**src/rtl/qau_pkg.sv**
```systemverilog
// Shared types, widths and arithmetic helpers of the quaternion arithmetic unit.
package qau_pkg;

  localparam int COMP_WIDTH = 16;
  localparam int FRAC_BITS  = 14;
  localparam int CMD_W      = 2;
  localparam int BLEND_W    = FRAC_BITS + 1;

  localparam logic [CMD_W-1:0] CMD_PROD  = 2'd0;
  localparam logic [CMD_W-1:0] CMD_ROT   = 2'd1;
  localparam logic [CMD_W-1:0] CMD_BLEND = 2'd2;

  // Datapath widths.
  localparam int PW       = 2 * COMP_WIDTH;           // component product
  localparam int SUM_W    = PW + 2;                   // sum of four products
  localparam int VW       = SUM_W - FRAC_BITS;        // rounded intermediate component
  localparam int BP_W     = COMP_WIDTH + FRAC_BITS + 2; // component times weight
  localparam int TP_W     = VW + COMP_WIDTH;          // rotate second-stage product
  localparam int TS_W     = TP_W + 2;                 // widest signed sum
  localparam int SQ_W     = 2 * VW;                   // one square
  localparam int SW       = 2 * VW + 2;               // sum of squares
  localparam int SQ_STEPS = SW / 2;
  localparam int QW       = FRAC_BITS + 1;            // normalized magnitude bits
  localparam int NW       = VW + FRAC_BITS + 2;       // divider remainder
  localparam int CNT_W    = $clog2(SQ_STEPS + 1);

  localparam int QDEPTH       = 8;
  localparam int QPTR_W       = $clog2(QDEPTH);
  localparam int QCNT_W       = $clog2(QDEPTH + 1);
  localparam int FRONT_STAGES = 4;
  localparam int FLY_W        = $clog2(FRONT_STAGES + 1);
  localparam int OCC_W        = $clog2(QDEPTH + FRONT_STAGES + 1);

  localparam logic [BLEND_W-1:0] ONE_W = BLEND_W'(1) << FRAC_BITS;
  localparam logic [TS_W:0] HALF = (TS_W + 1)'(1) << (FRAC_BITS - 1);
  localparam logic signed [TS_W-1:0] SAT_HI = (TS_W'(1) << (COMP_WIDTH - 1)) - TS_W'(1);
  localparam logic signed [TS_W-1:0] SAT_LO = -SAT_HI - TS_W'(1);

  typedef logic signed [COMP_WIDTH-1:0] comp_t;

  typedef struct packed {
    logic [CMD_W-1:0]   cmd;
    comp_t              a_x;
    comp_t              a_y;
    comp_t              a_z;
    comp_t              a_w;
    comp_t              b_x;
    comp_t              b_y;
    comp_t              b_z;
    comp_t              b_w;
    logic [BLEND_W-1:0] blend;
  } item_t;

  typedef struct packed {
    comp_t r_x;
    comp_t r_y;
    comp_t r_z;
    comp_t r_w;
    logic  zero_norm;
    logic  clipped;
  } result_t;

  // One classified item between the front and the back.
  typedef struct packed {
    logic               pass;   // result is final, no normalization needed
    result_t            res;
    logic [3:0][VW-1:0] v;      // components to normalize
    logic [SW-1:0]      sumsq;
  } q_entry_t;

  // Shift right by FRAC_BITS, rounding half away from zero.
  function automatic logic signed [TS_W-1:0] shr_round(input logic signed [TS_W-1:0] x);
    logic [TS_W:0] mag;
    logic [TS_W:0] r;
    mag = x[TS_W-1] ? ((TS_W + 1)'(~x) + (TS_W + 1)'(1)) : (TS_W + 1)'(x);
    r   = (mag + HALF) >> FRAC_BITS;
    return x[TS_W-1] ? -$signed(r[TS_W-1:0]) : $signed(r[TS_W-1:0]);
  endfunction

  function automatic comp_t sat_val(input logic signed [TS_W-1:0] x);
    logic signed [TS_W-1:0] y;
    y = x;
    if (x > SAT_HI) y = SAT_HI;
    if (x < SAT_LO) y = SAT_LO;
    return comp_t'(y[COMP_WIDTH-1:0]);
  endfunction

  function automatic logic sat_hit(input logic signed [TS_W-1:0] x);
    return (x > SAT_HI) || (x < SAT_LO);
  endfunction

endpackage

```
**src/rtl/qau_queue.sv**
```systemverilog
// Short FIFO of classified items between the front and the back.
module qau_queue
  import qau_pkg::*;
(
  input  logic              clk,
  input  logic              rst,
  input  logic              push,
  input  q_entry_t          din,
  input  logic              pop,
  output q_entry_t          dout,
  output logic [QCNT_W-1:0] count
);

  q_entry_t          slots [QDEPTH];
  logic [QPTR_W-1:0] wr_ptr;
  logic [QPTR_W-1:0] rd_ptr;

  always_ff @(posedge clk) begin
    if (push) slots[wr_ptr] <= din;
  end

  always_ff @(posedge clk) begin
    if (rst) begin
      wr_ptr <= '0;
      rd_ptr <= '0;
      count  <= '0;
    end else begin
      if (push) wr_ptr <= wr_ptr + QPTR_W'(1);
      if (pop)  rd_ptr <= rd_ptr + QPTR_W'(1);
      count <= count + QCNT_W'(push) - QCNT_W'(pop);
    end
  end

  assign dout = slots[rd_ptr];

`ifndef SYNTHESIS
  a_no_overflow: assert property (@(posedge clk) disable iff (rst)
    push |-> (count < QCNT_W'(QDEPTH)) || pop)
    else $error("queue written while full");
  a_no_underflow: assert property (@(posedge clk) disable iff (rst)
    pop |-> (count != '0))
    else $error("queue read while empty");
  a_count_bound: assert property (@(posedge clk) disable iff (rst)
    count <= QCNT_W'(QDEPTH))
    else $error("queue count beyond depth");
`endif

endmodule

```
**config.mk**
```make
export PLATFORM = sky130hd
export DESIGN_NAME = qau_queue
export DESIGN_NICKNAME = d
export VERILOG_FILES = /design/src/rtl/qau_pkg.sv /design/src/rtl/qau_queue.sv
export SDC_FILE = /design/constraint.sdc
export NUM_CORES = 1
export LEC_CHECK = 0
export BUFFER_PORTS_ARGS = -buffer_cell sky130_fd_sc_hd__clkbuf_2
export CAP_MARGIN = 5
export CORE_ASPECT_RATIO = 2
export CORE_UTILIZATION = 42
export CTS_BUF_LIST = sky130_fd_sc_hd__clkbuf_4 sky130_fd_sc_hd__clkbuf_8
export DETAILED_ROUTE_END_ITERATION = 12
export PLACE_DENSITY_LB_ADDON = 0.15
export SYNTH_ARGS = -nofsm -noshare
export SYNTH_HDL_FRONTEND = slang
export SYNTH_SLANG_ARGS = --single-unit
```
**constraint.sdc**
```tcl
create_clock -name clk -period 17.85 [get_ports clk]
set_clock_uncertainty 0.1 [all_clocks]
set_input_delay 5.355 -clock clk [delete_from_list [all_inputs] [get_ports clk]]
set_output_delay 5.355 -clock clk [all_outputs]
set_load 0.01 [all_outputs]
```
## Word-level counts from Yosys, hierarchy flattened

Memories as Yosys holds them, arrays and structs flattened. A register that Yosys moved wholly into a read port is not among the register bits.
Cells that the tools add are included.

| storage, ports and cells | value |
|---|---|
| register bits after elaboration | 10 |
| bits in writable memories | 1512 |
| bits of input ports | 193 |
| output and inout bits | 193 |
| logic and storage cells | 12 |
| memories | 1 |

Memories:

| name | words | bits a word | rd ports | clocked after Yosys merged registers in | wr ports | line | text |
|---|---|---|---|---|---|---|---|
| slots | 8 | 189 | 1 | 1 | 1 | qau_queue.sv:14 | `q_entry_t slots [QDEPTH];` |

| cells by class | value |
|---|---|
| add/sub/neg operators | 4 |
| multiplexer cells | 4 |

Operator list:

| cell | number |
|---|---|
| $add 3x1->3 const B | 2 |
| $mux 3 | 2 |
| $add 4x1->4 | 1 |
| $sub 4x1->4 | 1 |
| $mux 1 | 2 |

## Longest topological paths before layout

Gate-level depths: netlist of run 1.

| depth | value |
|---|---|
| depth after elaboration | 3 |
| gate-level depth with buffers | 8 |
| mapped depth without buffers | 8 |

## Worst setup path after synthesis of run 1

OpenSTA, ideal clock, no wires.

| path | value |
|---|---|
| path type | input port to flip-flop |
| from | input push |
| to | memory slots[0][0] in the netlist's numbering (enable) |
| setup time | 970 ps |
| arrival time | 18195 ps |
| data required time | 16780 ps |
| setup slack | -1415 ps |
| stages | 2 |
| buffers on the path | 0 |
| path through | nand2b_1 -> nor3_1 |

| on the way | value |
|---|---|
| cells in the longest elaborated chain, start to end | 2 |

RTL lines:

| element | line | text |
|---|---|---|
| start: declaration | qau_queue.sv:7 | `input logic push,` |
| $mux 1 | qau_queue.sv:19 | `if (push) slots[wr_ptr] <= din;` |
| $mux 1 (not written as such) | qau_queue.sv:19 |  |
| end: declaration | qau_queue.sv:14 |  |

Every way passes these cells.

==> metrics.cfg, run 1 <==
[outcome]
status=finished clean

[sta]
post-route-period-util=0.572
grt_setup_unrepaired=no
min_period_ns=10.22
maxSlewHeadroom=0.199
setup_viol=0
hold_violations=0
worst_slew_pin_slew_ns=1.20
final_max_slew_viol_count=0
tns_ns=0
timing.fmax_mhz=97.9

[logic_synthesis]
ys_seq_elements=1525
avgSynthCellArea_sq_um=25.5
ys_seq_area_frac=0.797
synthCells=2249
yosysTopAreaCell=edfxtp_1
synthSimpleGateAreaFrac=0.00207
synthMuxAreaShare=0.186
syn-num-nets=2449
synth_top_family_by_area=multiplexers
synth_compound_area_frac=0.000393
synth_top_cell_area_share=0.792
syn-cell-area_sq_mm=0.0573
synth_fa_ha_area_frac=0.00166
synth_area_leaders=edfxtp_1, mux4_2, mux2_2
synth_cell_types=22
ys_warn_count=0
synth_xor_area_frac=0.000764

[placed_design]
io_buffers=385
dp_hpwl_um=66200
gp_congestion=0.715
dp.cells=4304
place_area_sq_mm=0.0612

[finish]
final_cell_mix=edfxtp_1, clkbuf_2, mux4_2
final_util=0.482
area_delta_synth_final_pct=13.9
stdcell_count=4691
drive_above_1_share=0.449
layout_commonest_cell=edfxtp_1
finalInstanceArea_sq_mm=0.0653
fin_nets=2986

[worst_setup_path]
critPathRequiredTime_ns=12.39
critPathKind=register to primary output
worstSetupStartpointType=register
path_max_fanout=102
crit_path_end_kind=primary output
arrival_ns=4.76

[global_route]
grt_remaining_overflow=0
grt_pass1_vias=28394
grt_pass1_wl_um=184000
antenna_found_initial=23
track_usage=0.182
grt_start_max_net_pins=145

[clock_tree]
tritoncts=built
clkTransAtPathRegs_ns=0.07
hold_buffers=0
cts.htree.levels=4
clkLatencyLatePin_ns=0.86
cts_resized=0
cts.sinks=1525
clockBufferDepth=4
clock-root-buffer=clkbuf_8
cts_made_buffers=217
post-cts-setup-buffer-count=0

[detailed_routing]
vias=25248
ant_nets=0
viasPerCell=5.38
wl_per_cell_um=26.5
dr.pass1.iters=5
route.detailed.drc=0
wl_um=124000
drt-initial-drc-count=1576

[floorplan]
rows=191
die-height_um=524
dieArea_sq_mm=0.138
die_x_um=263
core-area_sq_mm=0.136
io-pin-count=386
start_util=0.423

[pwr]
pwr-share-seq=0.560
intPower_uw=5610
switching_power_uw=1610
p_leak_uw=0.0206
clkPwrFrac=0.361
finalPower_uw=7220
power.density_mw_per_mm2=111
combPwrFrac=0.079
p_sw_frac=0.223
ir_worst_vdd_mv=0.0783

[job]
max_cap_viol_count=0

[worst_hold_path]
hold_path_class=register to register

==> worst max-delay path: stages (launching register included) <==
cell	delay [ns]
dfxtp_4	1.01
buf_4	0.82
buf_12	0.61
mux4_2	0.61
mux2_2	0.32
clkbuf_2	0.15
==> power by group through the flow <==
stage / Clock (uW) / Combinational, uW / Sequential [uW]
finish: 2610 / 569 / 4050
floorplan: 0 / 362 / 4120
CTS: 2700 / 587 / 4050
global route: 2830 / 615 / 4050
detailed placement: 0 / 585 / 4130
global placement: 0 / 572 / 4120
==> final timing paths <==
path         cells after the start                     end                    from  slack (ns)
min reg2reg                      2  wr_ptr[0]$_SDFFE_PP0P_  wr_ptr[0]$_SDFFE_PP0P_        0.42
max reg2reg                      5  slots[4][82]$_DFFE_PP_  wr_ptr[2]$_SDFFE_PP0P_       13.48
max                              5               dout[156]                register        7.63
min                              2  wr_ptr[0]$_SDFFE_PP0P_  wr_ptr[0]$_SDFFE_PP0P_        0.42
==> registers in the layout, indices dropped and copies added (netlist names), named ones only <==
signal,flops
wr_ptr,3
count,4
slots,1512
rd_ptr,3
==> cell type report <==
class / instances / area, sq um
Fill cell: 11122 / 70200
Sequential cell: 1525 / 45700
Multi-Input combinational cell: 612 / 11000
Clock buffer: 284 / 3500
Timing Repair Buffer: 424 / 2320
Tap cell: 1737 / 2170
Clock inverter: 97 / 548
Inverter: 6 / 22.5
Antenna cell: 6 / 15.0
==> cell usage after synthesis <==
cell type / count
mux2i_1: 2
nor2b_1: 1
mux2_2: 189
ha_1: 6
a21oi_1: 3
buf_2: 22
buf_6: 36
inv_1: 6
nand2_1: 4
buf_1: 10
xor2_1: 3
xnor2_1: 2
nor3_1: 2
nand3_1: 2
nand2b_1: 4
mux4_2: 378
edfxtp_1: 1512
nor2_1: 14
dfxtp_1: 13
clkbuf_1: 38
fa_1: 1
a21o_1: 1
==> metrics by stage <==
step / hold WS (ns) / setup slack (ns)
after global routing: 0.458 / 7.15
after floorplan: 0.375 / 3.69
after global placement: 0.406 / 8.27
after detailed placement: 0.413 / 8.20
final: 0.424 / 7.63
after CTS: 0.424 / 7.30
==> cells by family after synthesis <==
| family | Yosys count |
|---|---|
| adders and majority gates | 7 |
| DFF | 1525 |
| muxes | 569 |
| AOI/OAI and AO/OA | 4 |
| buffers and inverters | 112 |
| xor gates and xnor gates | 5 |
| and+or+nand+nor | 27 |
==> routing by layer <==
layer  share of wire  global-route usage
met1            0.39               0.217
met2            0.51               0.314
met3           0.067              0.0523
met4           0.028              0.0593
met5          0.0018                   0
Note: power is estimated with default switching activity, not from simulation.
==> inputs of run 2 (changes only) <==
==> constraint.sdc (replaced) <==
create_clock -name clk -period 9.1 [get_ports clk]
set_clock_uncertainty 0.1 [all_clocks]
set_input_delay 2.73 -clock clk [delete_from_list [all_inputs] [get_ports clk]]
set_output_delay 2.73 -clock clk [all_outputs]
set_load 0.01 [all_outputs]
==> metrics.cfg, run 2 (synthesis gave the netlist of run 1 again) <==
[finish]
largestRegisters=slots x1512, count x4
area_delta_synth_final_pct=14.1
top_register=slots
drive_above_1_share=0.448
layout_commonest_cell=edfxtp_1
largest_reg_flops=1512
finalInstanceArea_sq_mm=0.0654
fin_nets=2989
final_cell_mix=edfxtp_1, clkbuf_2, mux4_2

[clock_tree]
clkTransAtPathRegs_ns=0.07
cts.sinks=1525
clock-root-buffer=clkbuf_8
hold_buffers=0
clockBufferDepth=4
post-cts-setup-buffer-count=0
cts_resized=0
clkLatencyLatePin_ns=0.89
tritoncts=built
cts.htree.levels=4
cts_made_buffers=218

[sta]
min_period_ns=6.65
post-route-period-util=0.731
timing.fmax_mhz=150
setup_viol=0
maxSlewHeadroom=0.262
grt_setup_unrepaired=no
worst_slew_pin_slew_ns=1.11
final_max_slew_viol_count=0
hold_violations=0

[global_route]
antenna_found_initial=29
track_usage=0.185
grt_start_max_net_pins=123
grt_remaining_overflow=0
grt_pass1_vias=28440
grt_pass1_wl_um=187000

[outcome]
status=finished clean

[worst_hold_path]
hold_path_class=register to register

[worst_setup_path]
arrival_ns=3.82
crit_path_end_kind=primary output
max_stage_delay_ns=0.99
slowest_stage=dfxtp_4
critPathRequiredTime_ns=6.27
path_cells=buf_4, mux4_2, mux2_2, clkbuf_2
critPathKind=register to primary output
critical-path-top-delay-family=buffers and inverters
path_max_fanout=66
worstSetupStartpointType=register
critPathBufInv=2

[placed_design]
place_area_sq_mm=0.0613
io_buffers=385
gp_congestion=0.701
dp_hpwl_um=67800

[pwr]
ir_worst_vdd_mv=0.155
p_leak_uw=0.0207
power.density_mw_per_mm2=217
finalPower_uw=14200

[floorplan]
dieArea_sq_mm=0.138
io-pin-count=386
rows=191
die_x_um=263
start_util=0.423
die-height_um=524
core-area_sq_mm=0.136

[detailed_routing]
ant_nets=0
vias=25244
dr.pass1.iters=5
route.detailed.drc=0
wl_um=127000
drt-initial-drc-count=1524
wl_per_cell_um=27.1
viasPerCell=5.38

[job]
max_cap_viol_count=0

-- run 2: path summary, 6_finish.rpt --
kind                          startpoint                 endpoint  depth (start not counted)  slack [ns]
setup / recovery                register                 dout[86]                          4        2.45
hold reg to reg   wr_ptr[0]$_SDFFE_PP0P_   wr_ptr[0]$_SDFFE_PP0P_                          2        0.42
hold / removal    wr_ptr[0]$_SDFFE_PP0P_   wr_ptr[0]$_SDFFE_PP0P_                          2        0.42
setup reg to reg  wr_ptr[0]$_SDFFE_PP0P_  slots[0][125]$_DFFE_PP_                          4        6.14
-- run 2: through the flow --
step | cells | setup TNS (ns) | hold slack (ns) | worst slack [ns] | utilization
global route | 4687 | 0 | 0.445 | 2.18 | 0.483
detailed placement | 4306 | 0 | 0.403 | 3.25 | 0.452
finish | 4691 | 0 | 0.419 | 2.45 | 0.483
floorplan | 2249 | -3416.37 | 0.375 | -2.44 | -
global placement | 4306 | 0 | 0.400 | 3.31 | 0.452
CTS | 4679 | 0 | 0.415 | 2.24 | 0.483
-- run 2: layout make-up --
| type | count | area (sq um) |
|---|---|---|
| Fill cell | 11077 | 70100 |
| Inverter | 6 | 22.5 |
| Tap cell | 1737 | 2170 |
| Clock inverter | 92 | 572 |
| Multi-Input combinational cell | 612 | 11000 |
| Sequential cell | 1525 | 45700 |
| Clock buffer | 281 | 3520 |
| Timing Repair Buffer | 426 | 2420 |
| Antenna cell | 12 | 30.0 |
-- run 2: routing by layer --
metal	up-vias	GRT usage	part of all wire
met3	252	0.0592	0.071
met5	-	0	0.0023
met4	42	0.0544	0.023
li1	10783	-	-
met2	668	0.322	0.52
met1	13499	0.218	0.39
-- run 2: tightest hold or removal path, delay by kind of cell, from the launching register on --
family | cells | cell delay [ns]
AO/OA/AOI/OAI | 1 | 0.06
flip-flops | 1 | 0.34
AND/OR/NAND/NOR | 1 | 0.07
-- run 2: where the power goes --
group,switching (uW),internal (uW)
combinational,615,517
sequential,51.0,7880
clock,2460,2680
total,3130,11100
