### src/rtl/qau_pkg.sv
// Shared types, widths and arithmetic helpers of the quaternion arithmetic unit.
package qau_pkg;

  localparam int COMP_WIDTH = 16;
  localparam int FRAC_BITS  = 14;
  localparam int CMD_W      = 2;
  localparam int BLEND_W    = FRAC_BITS + 1;

  localparam logic [CMD_W-1:0] CMD_PROD  = 2'd0;
  localparam logic [CMD_W-1:0] CMD_ROT   = 2'd1;
  localparam logic [CMD_W-1:0] CMD_BLEND = 2'd2;

  // Datapath widths.
  localparam int PW       = 2 * COMP_WIDTH;           // component product
  localparam int SUM_W    = PW + 2;                   // sum of four products
  localparam int VW       = SUM_W - FRAC_BITS;        // rounded intermediate component
  localparam int BP_W     = COMP_WIDTH + FRAC_BITS + 2; // component times weight
  localparam int TP_W     = VW + COMP_WIDTH;          // rotate second-stage product
  localparam int TS_W     = TP_W + 2;                 // widest signed sum
  localparam int SQ_W     = 2 * VW;                   // one square
  localparam int SW       = 2 * VW + 2;               // sum of squares
  localparam int SQ_STEPS = SW / 2;
  localparam int QW       = FRAC_BITS + 1;            // normalized magnitude bits
  localparam int NW       = VW + FRAC_BITS + 2;       // divider remainder
  localparam int CNT_W    = $clog2(SQ_STEPS + 1);

  localparam int QDEPTH       = 8;
  localparam int QPTR_W       = $clog2(QDEPTH);
  localparam int QCNT_W       = $clog2(QDEPTH + 1);
  localparam int FRONT_STAGES = 4;
  localparam int FLY_W        = $clog2(FRONT_STAGES + 1);
  localparam int OCC_W        = $clog2(QDEPTH + FRONT_STAGES + 1);

  localparam logic [BLEND_W-1:0] ONE_W = BLEND_W'(1) << FRAC_BITS;
  localparam logic [TS_W:0] HALF = (TS_W + 1)'(1) << (FRAC_BITS - 1);
  localparam logic signed [TS_W-1:0] SAT_HI = (TS_W'(1) << (COMP_WIDTH - 1)) - TS_W'(1);
  localparam logic signed [TS_W-1:0] SAT_LO = -SAT_HI - TS_W'(1);

  typedef logic signed [COMP_WIDTH-1:0] comp_t;

  typedef struct packed {
    logic [CMD_W-1:0]   cmd;
    comp_t              a_x;
    comp_t              a_y;
    comp_t              a_z;
    comp_t              a_w;
    comp_t              b_x;
    comp_t              b_y;
    comp_t              b_z;
    comp_t              b_w;
    logic [BLEND_W-1:0] blend;
  } item_t;

  typedef struct packed {
    comp_t r_x;
    comp_t r_y;
    comp_t r_z;
    comp_t r_w;
    logic  zero_norm;
    logic  clipped;
  } result_t;

  // One classified item between the front and the back.
  typedef struct packed {
    logic               pass;   // result is final, no normalization needed
    result_t            res;
    logic [3:0][VW-1:0] v;      // components to normalize
    logic [SW-1:0]      sumsq;
  } q_entry_t;

  // Shift right by FRAC_BITS, rounding half away from zero.
  function automatic logic signed [TS_W-1:0] shr_round(input logic signed [TS_W-1:0] x);
    logic [TS_W:0] mag;
    logic [TS_W:0] r;
    mag = x[TS_W-1] ? ((TS_W + 1)'(~x) + (TS_W + 1)'(1)) : (TS_W + 1)'(x);
    r   = (mag + HALF) >> FRAC_BITS;
    return x[TS_W-1] ? -$signed(r[TS_W-1:0]) : $signed(r[TS_W-1:0]);
  endfunction

  function automatic comp_t sat_val(input logic signed [TS_W-1:0] x);
    logic signed [TS_W-1:0] y;
    y = x;
    if (x > SAT_HI) y = SAT_HI;
    if (x < SAT_LO) y = SAT_LO;
    return comp_t'(y[COMP_WIDTH-1:0]);
  endfunction

  function automatic logic sat_hit(input logic signed [TS_W-1:0] x);
    return (x > SAT_HI) || (x < SAT_LO);
  endfunction

endpackage

### src/rtl/qau_back.sv
// Back end: square root and four-lane division for normalizing, result register.
module qau_back
  import qau_pkg::*;
(
  input  logic     clk,
  input  logic     rst,
  input  logic     q_valid,
  input  q_entry_t q_head,
  output logic     pop,
  output logic     done,
  output result_t  result
);

  localparam logic [1:0] ST_IDLE = 2'd0;
  localparam logic [1:0] ST_SQRT = 2'd1;
  localparam logic [1:0] ST_DIV  = 2'd2;

  logic [1:0]       state;
  logic [CNT_W-1:0] cnt;
  logic [SW-1:0]    rem;
  logic [SW-1:0]    root;
  logic [SW-1:0]    sbit;
  logic [3:0]       neg;
  logic [VW-1:0]    mag [4];
  logic [NW-1:0]    num [4];
  logic [NW-1:0]    dvs;
  logic [QW-1:0]    quo [4];

  logic [SW-1:0]    sq_try;
  logic             sq_ge;
  logic [SW-1:0]    root_next;
  logic [SW-1:0]    rem_next;
  logic [3:0]       dv_ge;
  logic [QW-1:0]    quo_next [4];
  logic signed [TS_W-1:0] lane_val [4];

  assign pop = (state == ST_IDLE) && q_valid;

  always_comb begin
    sq_try    = root + sbit;
    sq_ge     = rem >= sq_try;
    root_next = sq_ge ? ((root >> 1) + sbit) : (root >> 1);
    rem_next  = sq_ge ? (rem - sq_try) : rem;
    for (int i = 0; i < 4; i++) begin
      dv_ge[i]    = num[i] >= dvs;
      quo_next[i] = {quo[i][QW-2:0], dv_ge[i]};
      lane_val[i] = neg[i] ? -$signed(TS_W'(quo_next[i])) : $signed(TS_W'(quo_next[i]));
    end
  end

  always_ff @(posedge clk) begin
    if (rst) begin
      state <= ST_IDLE;
      done  <= 1'b0;
    end else begin
      done <= 1'b0;
      unique case (state)
        ST_IDLE: begin
          if (q_valid) begin
            if (q_head.pass) begin
              done <= 1'b1;
            end else if (q_head.sumsq == '0) begin
              done <= 1'b1;
            end else begin
              state <= ST_SQRT;
            end
          end
        end
        ST_SQRT: begin
          if (cnt == CNT_W'(1)) state <= ST_DIV;
        end
        ST_DIV: begin
          if (cnt == CNT_W'(1)) begin
            state <= ST_IDLE;
            done  <= 1'b1;
          end
        end
        default: state <= ST_IDLE;
      endcase
    end
  end

  always_ff @(posedge clk) begin
    case (state)
      ST_IDLE: begin
        if (q_valid) begin
          if (q_head.pass) begin
            result <= q_head.res;
          end else if (q_head.sumsq == '0) begin
            result           <= '0;
            result.zero_norm <= 1'b1;
          end
        end
        rem  <= q_head.sumsq;
        root <= '0;
        sbit <= SW'(1) << (SW - 2);
        cnt  <= CNT_W'(SQ_STEPS);
        for (int i = 0; i < 4; i++) begin
          neg[i] <= q_head.v[i][VW-1];
          mag[i] <= q_head.v[i][VW-1] ? (~q_head.v[i] + VW'(1)) : q_head.v[i];
        end
      end
      ST_SQRT: begin
        rem  <= rem_next;
        root <= root_next;
        sbit <= sbit >> 2;
        cnt  <= cnt - CNT_W'(1);
        if (cnt == CNT_W'(1)) begin
          // Root is complete: set up each lane's rounded quotient.
          dvs <= NW'(root_next) << (QW - 1);
          cnt <= CNT_W'(QW);
          for (int i = 0; i < 4; i++) begin
            num[i] <= (NW'(mag[i]) << FRAC_BITS) + NW'(root_next >> 1);
            quo[i] <= '0;
          end
        end
      end
      ST_DIV: begin
        dvs <= dvs >> 1;
        cnt <= cnt - CNT_W'(1);
        for (int i = 0; i < 4; i++) begin
          quo[i] <= quo_next[i];
          if (dv_ge[i]) num[i] <= num[i] - dvs;
        end
        if (cnt == CNT_W'(1)) begin
          result.r_x       <= sat_val(lane_val[0]);
          result.r_y       <= sat_val(lane_val[1]);
          result.r_z       <= sat_val(lane_val[2]);
          result.r_w       <= sat_val(lane_val[3]);
          result.zero_norm <= 1'b0;
          result.clipped   <= sat_hit(lane_val[0]) | sat_hit(lane_val[1]) |
                              sat_hit(lane_val[2]) | sat_hit(lane_val[3]);
        end
      end
      default: begin
        cnt <= '0;
      end
    endcase
  end

endmodule

### config.mk
export PLATFORM = sky130hd
export DESIGN_NAME = qau_back
export DESIGN_NICKNAME = d
export VERILOG_FILES = /design/src/rtl/qau_pkg.sv /design/src/rtl/qau_back.sv
export SDC_FILE = /design/constraint.sdc
export NUM_CORES = 2
export LEC_CHECK = 0
export BUFFER_PORTS_ARGS = -buffer_cell sky130_fd_sc_hd__buf_2
export CAP_MARGIN = 25
export CELL_PAD_IN_SITES_DETAIL_PLACEMENT = 0
export CELL_PAD_IN_SITES_GLOBAL_PLACEMENT = 1
export CORE_ASPECT_RATIO = 0.6
export CORE_UTILIZATION = 49
export CTS_BUF_LIST = sky130_fd_sc_hd__clkbuf_8 sky130_fd_sc_hd__clkbuf_16
export DETAILED_ROUTE_END_ITERATION = 8
export GPL_TIMING_DRIVEN = 1
export PLACE_DENSITY = 0.79
export SLEW_MARGIN = 5
export SYNTH_ARGS = -nofsm -noshare
export SYNTH_HDL_FRONTEND = slang
export SYNTH_SLANG_ARGS = --single-unit
### constraint.sdc
create_clock -name clk -period 9.8 [get_ports clk]
set_clock_uncertainty 0.05 [all_clocks]
set_input_delay 2.45 -clock clk [delete_from_list [all_inputs] [get_ports clk]]
set_output_delay 2.45 -clock clk [all_outputs]
set_load 0.1 [all_outputs]
# After elaboration in Yosys (flattened, before gate mapping)
# Memories as Yosys holds them, arrays and structs flattened.
# Index checks and enable logic that the tools add are counted.
[classes] addsub=20 order_cmp=13 n_eq_ne=10 mux=67 n_bitwise=15 reduce_logical=14
[ops] cell="2-to-1 mux 66 bit" count=4
[ops] cell="one-hot mux 42 bit (2 select lines)" count=3
[ops] cell="2-to-1 mux 36 bit" count=5
[ops] cell="> comparator 38 x 16 -> 1 bit (second input constant)" count=4
[ops] cell="less-than comparator 38 x 16 -> 1 bit (second input constant)" count=4
[ops] cell="2-to-1 mux 38 bit" count=4
[ops] cell="negation 15 -> 38 bit" count=4
[ops] cell="adder 34 x 36 -> 36 bit" count=4
[ops] cell=">= comparator 36 bit" count=4
[ops] cell="subtractor 36 bit" count=4
[ops] cell="one-hot mux 66 bit (2 select lines)" count=1
[ops] cell="2-to-1 mux 16 bit" count=8
[ops] cell="2-to-1 mux 42 bit" count=2
[ops] cell="adder 20 x 1 -> 20 bit (second input constant)" count=4
[ops] cell="2-to-1 mux 20 bit" count=4
[ops] cell="inverter 20 bit" count=4
[ops] cell="one-hot mux 36 bit (2 select lines)" count=1
[ops] cell="2-to-1 mux 15 bit" count=4
[ops] cell="adder 41 x 42 -> 42 bit" count=1
[ops] cell="adder 42 bit" count=1
[ops] cell=">= comparator 42 bit" count=1
[ops] cell="logical NOT 42 bit" count=1
[ops] cell="subtractor 42 bit" count=1
[ops] cell="2-to-1 mux 1 bit" count=22
[ops] cell="19 further kinds" count=44
[totals] reg_bits=240 ram_bits=284 in_bits=192 mem_count=3
[memory_table] name="num" depth=4 word_bits=36 rd=4 rd_clocked_by_memory_dff=0 wr=4 line_no="qau_back.sv:25" source="logic [NW-1:0] num [4];"
[memory_table] name="mag" depth=4 word_bits=20 rd=4 rd_clocked_by_memory_dff=0 wr=4 line_no="qau_back.sv:24" source="logic [VW-1:0] mag [4];"
[memory_table] name="quo" depth=4 word_bits=15 rd=4 rd_clocked_by_memory_dff=0 wr=4 line_no="qau_back.sv:27" source="logic [QW-1:0] quo [4];"

# Depth between registers and ports, before layout
[logic_depth] depth_word=10 mapped_depth=38 mapped_depth_nobuf=36

# Worst setup path before layout
# OpenSTA, ideal clock, no wires.
[synth_timing] path_kind="reg2reg" start="register root[2]" end="memory num[1][33] (netlist bit), data pin" arrival_ns=7.685 required_time_ns=9.480 setup_slack_ns=1.794 path_stages_with_launch=31 synth_period_minus_slack_ns=8.006 cell_sequence="edfxtp_1 ha_1 a31oi_1 o21bai_1 a31oi_1 o41ai_1 a31oi_1 o21bai_1 xnor2_1 ha_1 a21o_1 a2111oi_0 a221o_1 o211ai_1 a211o_1 a211o_1 clkbuf_1 o21ai_0 inv_1 ha_1 a211oi_1 o211ai_1 a41oi_1 o21ai_0 a221oi_1 nor2b_1 o21ai_0 nand2b_1 a21oi_1 xor2_1 a21oi_1"
[synth_rtl] item="from (decl)" line_no="qau_back.sv:21" source="logic [SW-1:0] root;"
[synth_rtl] item="from (signal assigned)" line_no="qau_back.sv:105" source="root <= root_next;"
[synth_rtl] item="to (decl)" line_no="qau_back.sv:25"

==> results by stage <==
Die:
- The area of the core is 75800 um^2.
- The floorplan has 78 rows.
- The floorplan die width is 360 um.
- The area enclosed by the die boundary is between 70000 and 80000 um^2.
- The die extent in y is ~220 um.
- The initial standard-cell utilization of the core is 0.497.
- The number of ports placed on the die boundary is between 200 and 300.

Yosys:
- The count of warnings emitted by yosys is 0.
- Yosys attributes the largest share of cell area to sky130_fd_sc_hd__edfxtp_1 (39%), sky130_fd_sc_hd__ha_1 (11%), sky130_fd_sc_hd__xnor2_1 (5.7%), sky130_fd_sc_hd__o21ai_0 (4.1%), sky130_fd_sc_hd__xor2_1 (4.0%).
- The register area share after synthesis is 0.395.
- The top cell type by total area after synthesis is sky130_fd_sc_hd__edfxtp_1.
- After technology mapping, the gate count stands at between 3k and 4k.
- The post-synthesis cell type count is 84.
- The average instance in the mapped netlist occupies around 9.5 um^2.
- The dominant synthesized flop cell is sky130_fd_sc_hd__edfxtp_1.
- The cell area that synthesis handed to floorplanning was around 38000 um^2.
- The number of flops mapped to enable cells by yosys is a little under 500.
- When the netlist entered floorplanning its net count stood at approximately 4.5k.
- The share of flip-flops with an asynchronous set or reset after synthesis is 0.
- The total of flip-flops plus latches after synthesis is around 500.
- The area share of the largest cell type after synthesis is 0.391.

Routing:
- The routed layout has between 30k and 40k vias.
- The number of remaining DRC errors is 0.
- The length of the first detailed-routing pass in iterations is 6.
- For this block, the initial DRC count from the detailed router was between 3k and 4k.
- Using the TritonRoute via totals, the vias-per-cell ratio works out to 5.93.
- The post-detailed-routing wire length is between 100000 and 150000 um.
- Once detail routing completed, the nets flagged for antenna violations numbered 0.
- In the final routed layout, each cell accounts on average for around 22 um.

Cells and area:
- The final layout net count is between 4k and 5k.
- The area growth from synthesis to layout is 11.2%.
- The number of diodes added for antenna fixing is 0.
- Of the cells placed in the final design, the portion with a size suffix greater than 1 is 0.106.

Global routing:
- Across every metal layer, demand over resource in global routing totals 0.285.
- The initial antenna violation count is 5.
- The via count of the first global-routing pass was 27.8k.
- The total overflow left after global routing is 0.
- Entering global routing, the biggest net connects 85 pins.
- The first global-routing pass estimated 171000 um of wire.

STA:
- The final setup slack of the worst path is between 600 and 700 ps.
- The relative max-transition margin is 0.233.
- The number of max-slew violations in the final report was 0.
- Setup repair after global routing left no endpoint under its margin.
- The number of hold-slack violations in the final timing report is 0.
- Timing would allow up to 0.109 GHz.
- Of the available clock period, the critical path in the final layout requires 0.936.
- At the pin with the least slew margin, the transition time is roughly 1100 ps.
- The post-route setup TNS is 0 ps.
- Setup violations remaining at the end of the flow were counted as 0.
- The final period demand of the worst path is between 9000 and 10000 ps.

Power and ir drop:
- The static power due to leakage is between 0.015 and 0.02 uW.
- For this design the ratio of total power to cell area is 163 nW/um^2.
- The worst-case vdd ir drop is between 0.0001 and 0.00015 V.

Placed design:
- The congestion estimate from routability-driven global placement came to between 0.9 and 1.
- Summed over all nets, the half-perimeter wirelength after detailed placement is approximately 87000 um.
- At the placement stage, the worst setup path has a slack of approximately 570 ps.
- During placement, the flow inserted port buffers numbering roughly 260.

CTS:
- The H-tree depth is 2.
- The clock-pin slew of the registers on the worst-case setup and hold paths is 60 ps.
- The clock drives between 400 and 500 sinks.
- At the later pin of the worst-skew pair, clock insertion delay measures approximately 640 ps.
- The cell chosen for the clock root is sky130_fd_sc_hd__clkbuf_16.
- Counting along the longest clock path gives a buffer depth of 3.
- In this run, CTS created clock tree buffers numbering 53.
- The TritonCTS clock tree is yes.

Critical path:
- Counting stages on the worst path, the most repeated cell is sky130_fd_sc_hd__buf_4.
- STA puts the critical path data required time at 10110 ps.
- The number of buffer and inverter instances along the worst setup path is 6.
- The highest-delay cell along the critical path is sky130_fd_sc_hd__or4_1.
- The worst setup path is of the flip-flop to flip-flop kind.
- In this design, the largest share of critical-path delay is due to compound AO/OA/AOI/OAI gates.
- The worst setup path is captured at a flip-flop.
- In this run the worst path has a maximum fanout of 27.
- Data arrives at the worst endpoint at between 9000 and 10000 ps.
- The largest single stage delay on the critical path is 670 ps.
- STA classifies the critical path startpoint as a flip-flop.

Job:
- Across the run, the number of max-cap violations was 0.

Hold path:
- The worst hold path belongs to the class flip-flop to flip-flop.

Outcome:
- The flow ran to the end, and the final reports show no timing, DRC or antenna violations.
[synth_stat cells (62+ instances only)]
master and n:
sky130_fd_sc_hd__edfxtp_1 491, sky130_fd_sc_hd__nand2_1 394, sky130_fd_sc_hd__ha_1 328, sky130_fd_sc_hd__o21ai_0 307, sky130_fd_sc_hd__nor2_1 295, sky130_fd_sc_hd__a21oi_1 294
sky130_fd_sc_hd__xnor2_1 246, sky130_fd_sc_hd__xor2_1 174, sky130_fd_sc_hd__inv_1 159, sky130_fd_sc_hd__a21o_1 124, sky130_fd_sc_hd__clkbuf_1 108, sky130_fd_sc_hd__and2_1 104
sky130_fd_sc_hd__nand3_1 66, sky130_fd_sc_hd__nor3_1 65, sky130_fd_sc_hd__nand2b_1 62
[power breakdown]
| group | internal (uW) | total, uW | leakage (uW) | switching (uW) |
|---|---|---|---|---|
| combinational | 814 | 2160 | 0.0115 | 1350 |
| clock | 1130 | 2030 | 0.000856 | 896 |
| sequential | 2550 | 2630 | 0.00494 | 75.5 |
[final timing paths]
check	slack, ps	start	end	cells past startpoint
max reg2reg	630	root[2]	num[0][32]	38
min	490	dvs[27]	dvs[26]	2
min reg2reg	490	dvs[27]	dvs[26]	2
max	630	root[2]	num[0][32]	38
[tightest hold or removal path, delay by kind of cell, from the launching register on]
family / cells / cell delay [ps]
flip-flops: 1 / 340
AO/OA/AOI/OAI: 1 / 60
AND/OR/NAND/NOR: 1 / 50
[layer usage]
metal  vias up  routed length (um)  track usage
met4         0                1650       0.0493
met2      1157               40500        0.350
li1      15169                   -            -
met5         -                   0            0
met1     14657               59700        0.477
met3        97               11800       0.0766
[area by class of cell]
class / instances / area, um^2
fillers: 6893 / 33900
multi-input cells: 3181 / 21800
flip-flops and latches: 499 / 14900
repair buffers: 314 / 1710
clock buffers: 55 / 1380
well taps: 1000 / 1250
inverters: 161 / 604
clock inverters: 35 / 280
[repair_timing]
action | 4_1_cts | 5_1_grt
resized for setup | 0 | 4
endpoints found under the hold margin | 0 | 0
setup buffers | 0 | 2
setup endpoints to repair | 0 | 8
hold buffers | 0 | 0
[layout by cell type, fill, tap and decap left out, drive strengths merged, types with 33 or more instances in the layout]
| cell | netlist | routed |
|---|---|---|
| o21bai | 44 | 44 |
| a31oi | 50 | 50 |
| inv | 161 | 173 |
| o21ai | 308 | 308 |
| clkbuf | 110 | 58 |
| edfxtp | 491 | 491 |
| ha | 328 | 328 |
| o31ai | 59 | 59 |
| nor3 | 65 | 65 |
| nor2b | 52 | 52 |
| or3 | 38 | 38 |
| xor2 | 175 | 175 |
| a21o | 125 | 125 |
| a21oi | 295 | 295 |
| nand2 | 394 | 394 |
| nand3 | 66 | 66 |
| nand2b | 62 | 62 |
| and2 | 105 | 105 |
| buf | 17 | 309 |
| nand4 | 34 | 34 |
| o21a | 33 | 33 |
| nor2 | 295 | 295 |
| xnor2 | 246 | 246 |
| a22o | 48 | 48 |
[sequential cells by signal, indices dropped and copies added, names as in the netlist, 4 cells and up]
signal  count
num       144
mag        80
neg         4
root       42
rem        42
result     66
cnt         5
dvs        36
quo        56
sbit       21
[through the flow]
step	utilization	power (uW)	hold slack, ps	area [um^2]	std cells
3_3_place_gp	0.530	4750	473	40200	5145
5_1_grt	0.553	7140	509	41900	5245
4_1_cts	0.552	6790	486	41800	5237
3_5_place_dp	0.530	4760	489	40200	5147
2_1_floorplan	-	4120	446	37700	3968
6_report	0.553	6820	487	41900	5245
[cells by family (layout without fill, tap and decap cells)]
kind of cell / count (synthesis) / count (layout) / share of synthesized area
AOI/OAI and AO/OA: 1170 / 1170 / 0.199
and+or+nand+nor: 1213 / 1213 / 0.154
adders and majority gates: 337 / 337 / 0.114
muxes: 40 / 40 / 0.0109
buffers and inverters: 288 / 565 / 0.0293
xor gates and xnor gates: 421 / 421 / 0.0983
DFF: 499 / 499 / 0.395
Power figures use the tool's default switching activity.
